`config.mk`:
```
export PLATFORM = sky130hd
export DESIGN_NAME = trdm_ctrl
export DESIGN_NICKNAME = d
export VERILOG_FILES = /design/src/rtl/core/trdm_pkg.sv /design/src/rtl/core/trdm_ctrl.sv
export SDC_FILE = /design/constraint.sdc
export NUM_CORES = 1
export LEC_CHECK = 0
export BUFFER_PORTS_ARGS = -buffer_cell sky130_fd_sc_hd__buf_2
export CAP_MARGIN = 0
export CORE_ASPECT_RATIO = 0.75
export CORE_MARGIN = 2
export CORE_UTILIZATION = 50
export CTS_BUF_LIST = sky130_fd_sc_hd__clkbuf_8
export DETAILED_ROUTE_END_ITERATION = 16
export GPL_TIMING_DRIVEN = 0
export PLACE_DENSITY = 0.74
export SLEW_MARGIN = 20
export SYNTH_ARGS = -nofsm -noshare
export SYNTH_HDL_FRONTEND = slang
export SYNTH_SLANG_ARGS = --single-unit
```
`constraint.sdc`:
```
create_clock -name clk -period 2.32 [get_ports clk]
set_clock_uncertainty 0.2 [all_clocks]
set_input_delay 0.116 -clock clk [delete_from_list [all_inputs] [get_ports clk]]
set_output_delay 0.116 -clock clk [all_outputs]
set_load 0.03 [all_outputs]
```
`src/rtl/core/trdm_pkg.sv`:
```
package trdm_pkg;

  localparam int DW   = 16;  // depth word
  localparam int EW   = 17;  // vertex edge delta
  localparam int OW   = 18;  // pixel offset from vertex 0
  localparam int SW   = 24;  // per-pixel edge step
  localparam int NBW  = 40;  // edge function value
  localparam int ACW  = 60;  // accumulator and interpolation numerator
  localparam int NSW  = 44;  // numerator step
  localparam int DIV_STEPS = 16;

  localparam logic [DW-1:0] FAR_DEPTH = {1'b1, {(DW-1){1'b0}}};
  localparam logic [DW-1:0] Z_BIAS    = 16'd16384;

  localparam logic [1:0] REG_WIDTH  = 2'd0;
  localparam logic [1:0] REG_HEIGHT = 2'd1;

  typedef enum logic [1:0] {
    OPC_DRAW  = 2'd0,
    OPC_READ  = 2'd1,
    OPC_CLEAR = 2'd2,
    OPC_NOP   = 2'd3
  } opcode_t;

  typedef enum logic [1:0] {
    K_NONE = 2'd0,
    K_ZERO = 2'd1,
    K_DRAW = 2'd2,
    K_READ = 2'd3
  } out_kind_t;

  typedef enum logic [4:0] {
    M_D1  = 5'd0,
    M_D2  = 5'd1,
    M_N1A = 5'd2,
    M_N1B = 5'd3,
    M_N2A = 5'd4,
    M_N2B = 5'd5,
    M_LN2 = 5'd6,
    M_LN0 = 5'd7,
    M_Z0  = 5'd8,
    M_Z1  = 5'd9,
    M_Z2  = 5'd10,
    M_X0  = 5'd11,
    M_X1  = 5'd12,
    M_X2  = 5'd13,
    M_Y0  = 5'd14,
    M_Y1  = 5'd15,
    M_Y2  = 5'd16,
    M_END = 5'd17
  } mac_step_t;

  typedef struct packed {
    logic      load;
    logic      prep;
    logic      mac_en;
    mac_step_t step;
    logic      pix_start;
    logic      div_step;
    logic      cmp_write;
    logic      step_x;
    logic      step_y;
    logic      sweep_step;
    logic      mem_rd;
    logic      rd_probe;
    logic      out_load;
    out_kind_t kind;
  } dp_cmd_t;

  typedef struct packed {
    logic d_zero;
    logic box_empty;
    logic pix_ok;
    logic x_last;
    logic y_last;
    logic sweep_last;
  } dp_stat_t;

endpackage

```
`src/rtl/core/trdm_ctrl.sv`:
```
module trdm_ctrl import trdm_pkg::*; (
  input  logic     clk,
  input  logic     rst_n,
  input  logic     in_valid,
  input  logic [1:0] in_opcode,
  output logic     in_stall,
  input  logic     out_stall,
  output logic     out_valid,
  output dp_cmd_t  cmd,
  input  dp_stat_t stat
);

  typedef enum logic [9:0] {
    S_IDLE  = 10'b0000000001,
    S_SWEEP = 10'b0000000010,
    S_PREP  = 10'b0000000100,
    S_SETUP = 10'b0000001000,
    S_PIX   = 10'b0000010000,
    S_DIV   = 10'b0000100000,
    S_CMP   = 10'b0001000000,
    S_ADV   = 10'b0010000000,
    S_READ  = 10'b0100000000,
    S_FIN   = 10'b1000000000
  } state_t;

  state_t    state_r, state_nxt;
  out_kind_t kind_r, kind_nxt;
  mac_step_t step_r, step_nxt;
  logic [3:0] div_cnt_r, div_cnt_nxt;
  logic      out_valid_r, out_valid_nxt;

  assign in_stall  = (state_r != S_IDLE);
  assign out_valid = out_valid_r;

  always_comb begin
    cmd         = '0;
    cmd.step    = step_r;
    cmd.kind    = kind_r;
    state_nxt   = state_r;
    kind_nxt    = kind_r;
    step_nxt    = step_r;
    div_cnt_nxt = div_cnt_r;
    case (state_r)
      S_IDLE: begin
        if (in_valid) begin
          cmd.load = 1'b1;
          case (opcode_t'(in_opcode))
            OPC_DRAW: begin
              kind_nxt  = K_DRAW;
              state_nxt = S_PREP;
            end
            OPC_READ: begin
              kind_nxt  = K_READ;
              state_nxt = S_READ;
            end
            OPC_CLEAR: begin
              kind_nxt  = K_ZERO;
              state_nxt = S_SWEEP;
            end
            default: begin
              kind_nxt  = K_ZERO;
              state_nxt = S_FIN;
            end
          endcase
        end
      end
      S_SWEEP: begin
        cmd.sweep_step = 1'b1;
        if (stat.sweep_last) begin
          state_nxt = (kind_r == K_NONE) ? S_IDLE : S_FIN;
        end
      end
      S_PREP: begin
        cmd.prep  = 1'b1;
        step_nxt  = M_D1;
        state_nxt = S_SETUP;
      end
      S_SETUP: begin
        cmd.mac_en = 1'b1;
        if (step_r == M_END) begin
          state_nxt = (stat.d_zero || stat.box_empty) ? S_FIN : S_PIX;
        end else begin
          step_nxt = mac_step_t'(step_r + 5'd1);
        end
      end
      S_PIX: begin
        if (stat.pix_ok) begin
          cmd.pix_start = 1'b1;
          cmd.mem_rd    = 1'b1;
          div_cnt_nxt   = '0;
          state_nxt     = S_DIV;
        end else begin
          state_nxt = S_ADV;
        end
      end
      S_DIV: begin
        cmd.div_step = 1'b1;
        div_cnt_nxt  = div_cnt_r + 4'd1;
        if (div_cnt_r == 4'(DIV_STEPS - 1)) begin
          state_nxt = S_CMP;
        end
      end
      S_CMP: begin
        cmd.cmp_write = 1'b1;
        state_nxt     = S_ADV;
      end
      S_ADV: begin
        if (stat.y_last) begin
          if (stat.x_last) begin
            state_nxt = S_FIN;
          end else begin
            cmd.step_x = 1'b1;
            state_nxt  = S_PIX;
          end
        end else begin
          cmd.step_y = 1'b1;
          state_nxt  = S_PIX;
        end
      end
      S_READ: begin
        cmd.mem_rd   = 1'b1;
        cmd.rd_probe = 1'b1;
        state_nxt    = S_FIN;
      end
      S_FIN: begin
        if (!out_valid_r || !out_stall) begin
          cmd.out_load = 1'b1;
          state_nxt    = S_IDLE;
        end
      end
      default: state_nxt = S_IDLE;
    endcase
  end

  always_comb begin
    out_valid_nxt = out_valid_r;
    if (cmd.out_load) begin
      out_valid_nxt = 1'b1;
    end else if (!out_stall) begin
      out_valid_nxt = 1'b0;
    end
  end

  always_ff @(posedge clk) begin
    if (!rst_n) begin
      state_r     <= S_SWEEP;
      kind_r      <= K_NONE;
      step_r      <= M_D1;
      div_cnt_r   <= '0;
      out_valid_r <= 1'b0;
    end else begin
      state_r     <= state_nxt;
      kind_r      <= kind_nxt;
      step_r      <= step_nxt;
      div_cnt_r   <= div_cnt_nxt;
      out_valid_r <= out_valid_nxt;
    end
  end

endmodule

```
==> impl_metrics.ini <==
[clock_network]
tritoncts_clock_tree = yes
h_tree_depth_reported_by_cts = 1
worstSkewPairLatency_ns = 0.26
numCtsBuffers = 3
cts_num_sinks = 22
cts_max_path_buffers = 2
clk_root_buffer_cell = sky130_fd_sc_hd__clkbuf_8
clkSlewWorstSetupHoldPaths_ns = 0.07

[drt]
routed-via-count = 1337
antenna_left = 0
first_pass_iters = 4
drt-vias-per-instance = 5.502
remaining_drc_errors = 0
wirelength_um = 3308
drt_first_iter_violations = 91
detail_route.wl_per_cell_um = 13.61

[timing]
grt_setup_unrepaired = yes
fin_crit_ns = 2.230
finalCritPeriodShare_pct = 96.12
slew_headroom_pct = 70.79
fmax_mhz = 448.5
hold_viol = 0
setup-violations-final = 0
finalMaxSlewViolations = 0
fin_setup_tns_ns = 0
tightestPinTransition_ns = 0.4346

[pwr]
share_comb_of_total_power_pct = 21.2
power.leakage_nw = 0.7777
pwr-share-clk_pct = 36.6
pwr-share-seq_pct = 42.2
power_density_mw_per_mm2 = 568.1
netSwitchingFraction_pct = 27.15
sw_pwr_uw = 263.2
p_int_uw = 706.4
max-vdd-ir-drop_v = 0.0004450

[logic_synthesis]
yosysUniqueCellTypes = 55
post_synth_inst_count = 165
synth-edff-count = 0
synth.yosys.seq_area_share_pct = 32.20
yosys-top-cells-count = sky130_fd_sc_hd__dfxtp_1, sky130_fd_sc_hd__nor2_1, sky130_fd_sc_hd__nand2_1
post-synth-top-area-fraction_pct = 32.20
synth_area_leaders = sky130_fd_sc_hd__dfxtp_1, sky130_fd_sc_hd__nor2_1, sky130_fd_sc_hd__xor2_1
syn_area_mm2 = 0.001368
yosys.cell_count.top_type = sky130_fd_sc_hd__dfxtp_1
register_bit_count_reported_by_yosys = 22
library_cell_with_the_largest_summed_area_after_synthesis = sky130_fd_sc_hd__dfxtp_1
number_of_warning_messages_in_the_yosys_log = 0
synth_ff_type = sky130_fd_sc_hd__dfxtp_1
syn_area_per_cell_um2 = 8.288
synthArstFlopShare_pct = 0
post_synth_net_total = 180

[final_layout]
finalNetCount = 223
post_route_cells_drive_above_1_share_pct = 27.54
fin_cells = 243
antenna-diode-count = 0
area_delta_synth_final_pct = 24.79
cell_area_after_layout_mm2 = 0.001707

[floorplan]
rows = 16
die_area_mm2 = 0.003174
initial_core_util_pct = 52.55
die_h_um = 49.29
num_io_pins = 33
core_area_mm2 = 0.002603
fp.dieW_um = 64.39

[setup_path]
critPathArrivalTime_ns = 1.91
setup.worst_path.class = reg -> out
worst-endpoint-required_ns = 2.00
cp-end-kind = primary output
setup.worst_path.start_class = flop
timing.reg2reg.setup_slack_ns = 0.20
path_max_fanout = 9

[place]
gp_routability_congestion = 0.8175
portBuffers = 31
place.detailed.hpwl_um = 2483
detailed_place.area_mm2 = 0.001568
post-place-cells = 232

[grt]
antenna_found_initial = 0
grt.overflow.total = 0
global_route_wire_length_before_repair_um = 5692
tot_gr_track_use_pct = 22.83
grt_pass1_vias = 1235
grt_max_degree = 14

[worst_hold_path]
holdCritPathClass = in -> reg

[run_status]
run_status = complete, no violations

[job]
drv.max_cap_violation_count = 0
power by group through the flow:
stage               sequential (mW)  combinational [mW]  clock, mW
floorplan                     0.420               0.140          0
finish                        0.409               0.206      0.355
global route                  0.411               0.227      0.381
detailed placement            0.418               0.194          0
CTS                           0.409               0.201      0.359
global placement              0.417               0.189          0
stage by stage:
stage               power (mW)  utilization, %  hold slack, ns  setup slack, ns
detailed placement      0.6112           60.24          0.1456           0.3026
finish                  0.9696           65.58         0.03076          0.09012
floorplan               0.5594               -       -0.005935          0.03131
global placement        0.6058           60.24          0.1431           0.3212
global route             1.019           65.58         0.04186         -0.01175
CTS                     0.9689           64.90         0.01209           0.1052
cells by family (layout without fill, tap and decap cells):
logic type / after synthesis / count (layout) / share of synthesized area [%]
simple gates: 84 / 84 / 36.14
compound gates: 33 / 33 / 18.12
flops: 22 / 22 / 32.20
buf+inv: 16 / 58 / 6.312
xor+xnor: 7 / 7 / 4.483
fa+ha+maj: 3 / 3 / 2.745
timing repair:
| item | 4_1_cts | 5_1_grt |
|---|---|---|
| hold buffers | 5 | 0 |
| setup endpoints to repair | 0 | 2 |
| endpoints found under the hold margin | 7 | 0 |
| gates resized for setup | 0 | 1 |
| buffers inserted | 0 | 2 |
state kept, by name, summed over array words and instances (netlist names):
| register | count |
|---|---|
| step_r | 5 |
| kind_r | 2 |
| out_valid | 1 |
| div_cnt_r | 4 |
| state_r | 10 |
cells in the final DEF (no fill, tap or decap), types with 2 or more instances in the layout:
| master | Yosys | layout |
|---|---|---|
| sky130_fd_sc_hd__dfxtp_1 | 22 | 22 |
| sky130_fd_sc_hd__o2bb2ai_1 | 2 | 2 |
| sky130_fd_sc_hd__and2_1 | 3 | 3 |
| sky130_fd_sc_hd__nor2b_1 | 3 | 3 |
| sky130_fd_sc_hd__nor4_4 | 2 | 2 |
| sky130_fd_sc_hd__buf_4 | 1 | 3 |
| sky130_fd_sc_hd__clkbuf_8 | 0 | 3 |
| sky130_fd_sc_hd__buf_2 | 2 | 33 |
| sky130_fd_sc_hd__nand3_1 | 7 | 7 |
| sky130_fd_sc_hd__xor2_1 | 7 | 7 |
| sky130_fd_sc_hd__o21ai_0 | 5 | 5 |
| sky130_fd_sc_hd__ha_1 | 3 | 3 |
| sky130_fd_sc_hd__inv_1 | 7 | 7 |
| sky130_fd_sc_hd__a211oi_2 | 3 | 3 |
| sky130_fd_sc_hd__nand2b_1 | 2 | 2 |
| sky130_fd_sc_hd__dlygate4sd3_1 | 0 | 5 |
| sky130_fd_sc_hd__nand4_1 | 8 | 8 |
| sky130_fd_sc_hd__nor3_1 | 3 | 3 |
| sky130_fd_sc_hd__and3_2 | 2 | 2 |
| sky130_fd_sc_hd__nor2_1 | 21 | 21 |
| sky130_fd_sc_hd__o21a_1 | 2 | 2 |
| sky130_fd_sc_hd__nor4_1 | 3 | 3 |
| sky130_fd_sc_hd__nand3b_1 | 3 | 3 |
| sky130_fd_sc_hd__nand2_1 | 12 | 12 |
| sky130_fd_sc_hd__or2_0 | 2 | 2 |
| sky130_fd_sc_hd__and3_1 | 2 | 2 |
| sky130_fd_sc_hd__a21oi_1 | 8 | 8 |
layout make-up:
class                           count  area (µm²)
Multi-Input combinational cell    127       843.3
Buffer                              7       52.55
Clock inverter                      1       30.03
Tap cell                           36       45.04
Sequential cell                    22       440.4
Inverter                            9       33.78
Clock buffer                        3       41.29
Timing Repair Buffer               38       220.2
Fill cell                         235       895.9
per-layer routing:
metal,share of wire (%),vias up,GRT usage [%],wire (µm)
li1,-,676,-,-
met1,46,630,30.33,1515
met2,47,31,38.19,1566
met3,6.8,0,6.236,225
met4,0,0,2.837,0
met5,0,-,0,0
worst max-delay path, cell delays in order, from the launching register on:
cell and delay [ns]:
sky130_fd_sc_hd__dfxtp_1 0.30, sky130_fd_sc_hd__clkbuf_2 0.17, sky130_fd_sc_hd__nor4_4 0.43, sky130_fd_sc_hd__and4_4 0.31, sky130_fd_sc_hd__and2_4 0.15, sky130_fd_sc_hd__buf_8 0.10, sky130_fd_sc_hd__buf_2 0.19
path summary, 6_finish.rpt:
check	from	endpoint	depth (start not counted)
worst max-delay path	state_r[6]	cmd[18]	6
worst min register to register	out_valid	out_valid	2
worst min-delay path	stat[3]	state_r[7]	3
worst max register to register	state_r[6]	step_r[0]	8
Note: power is estimated with default switching activity, not from simulation.
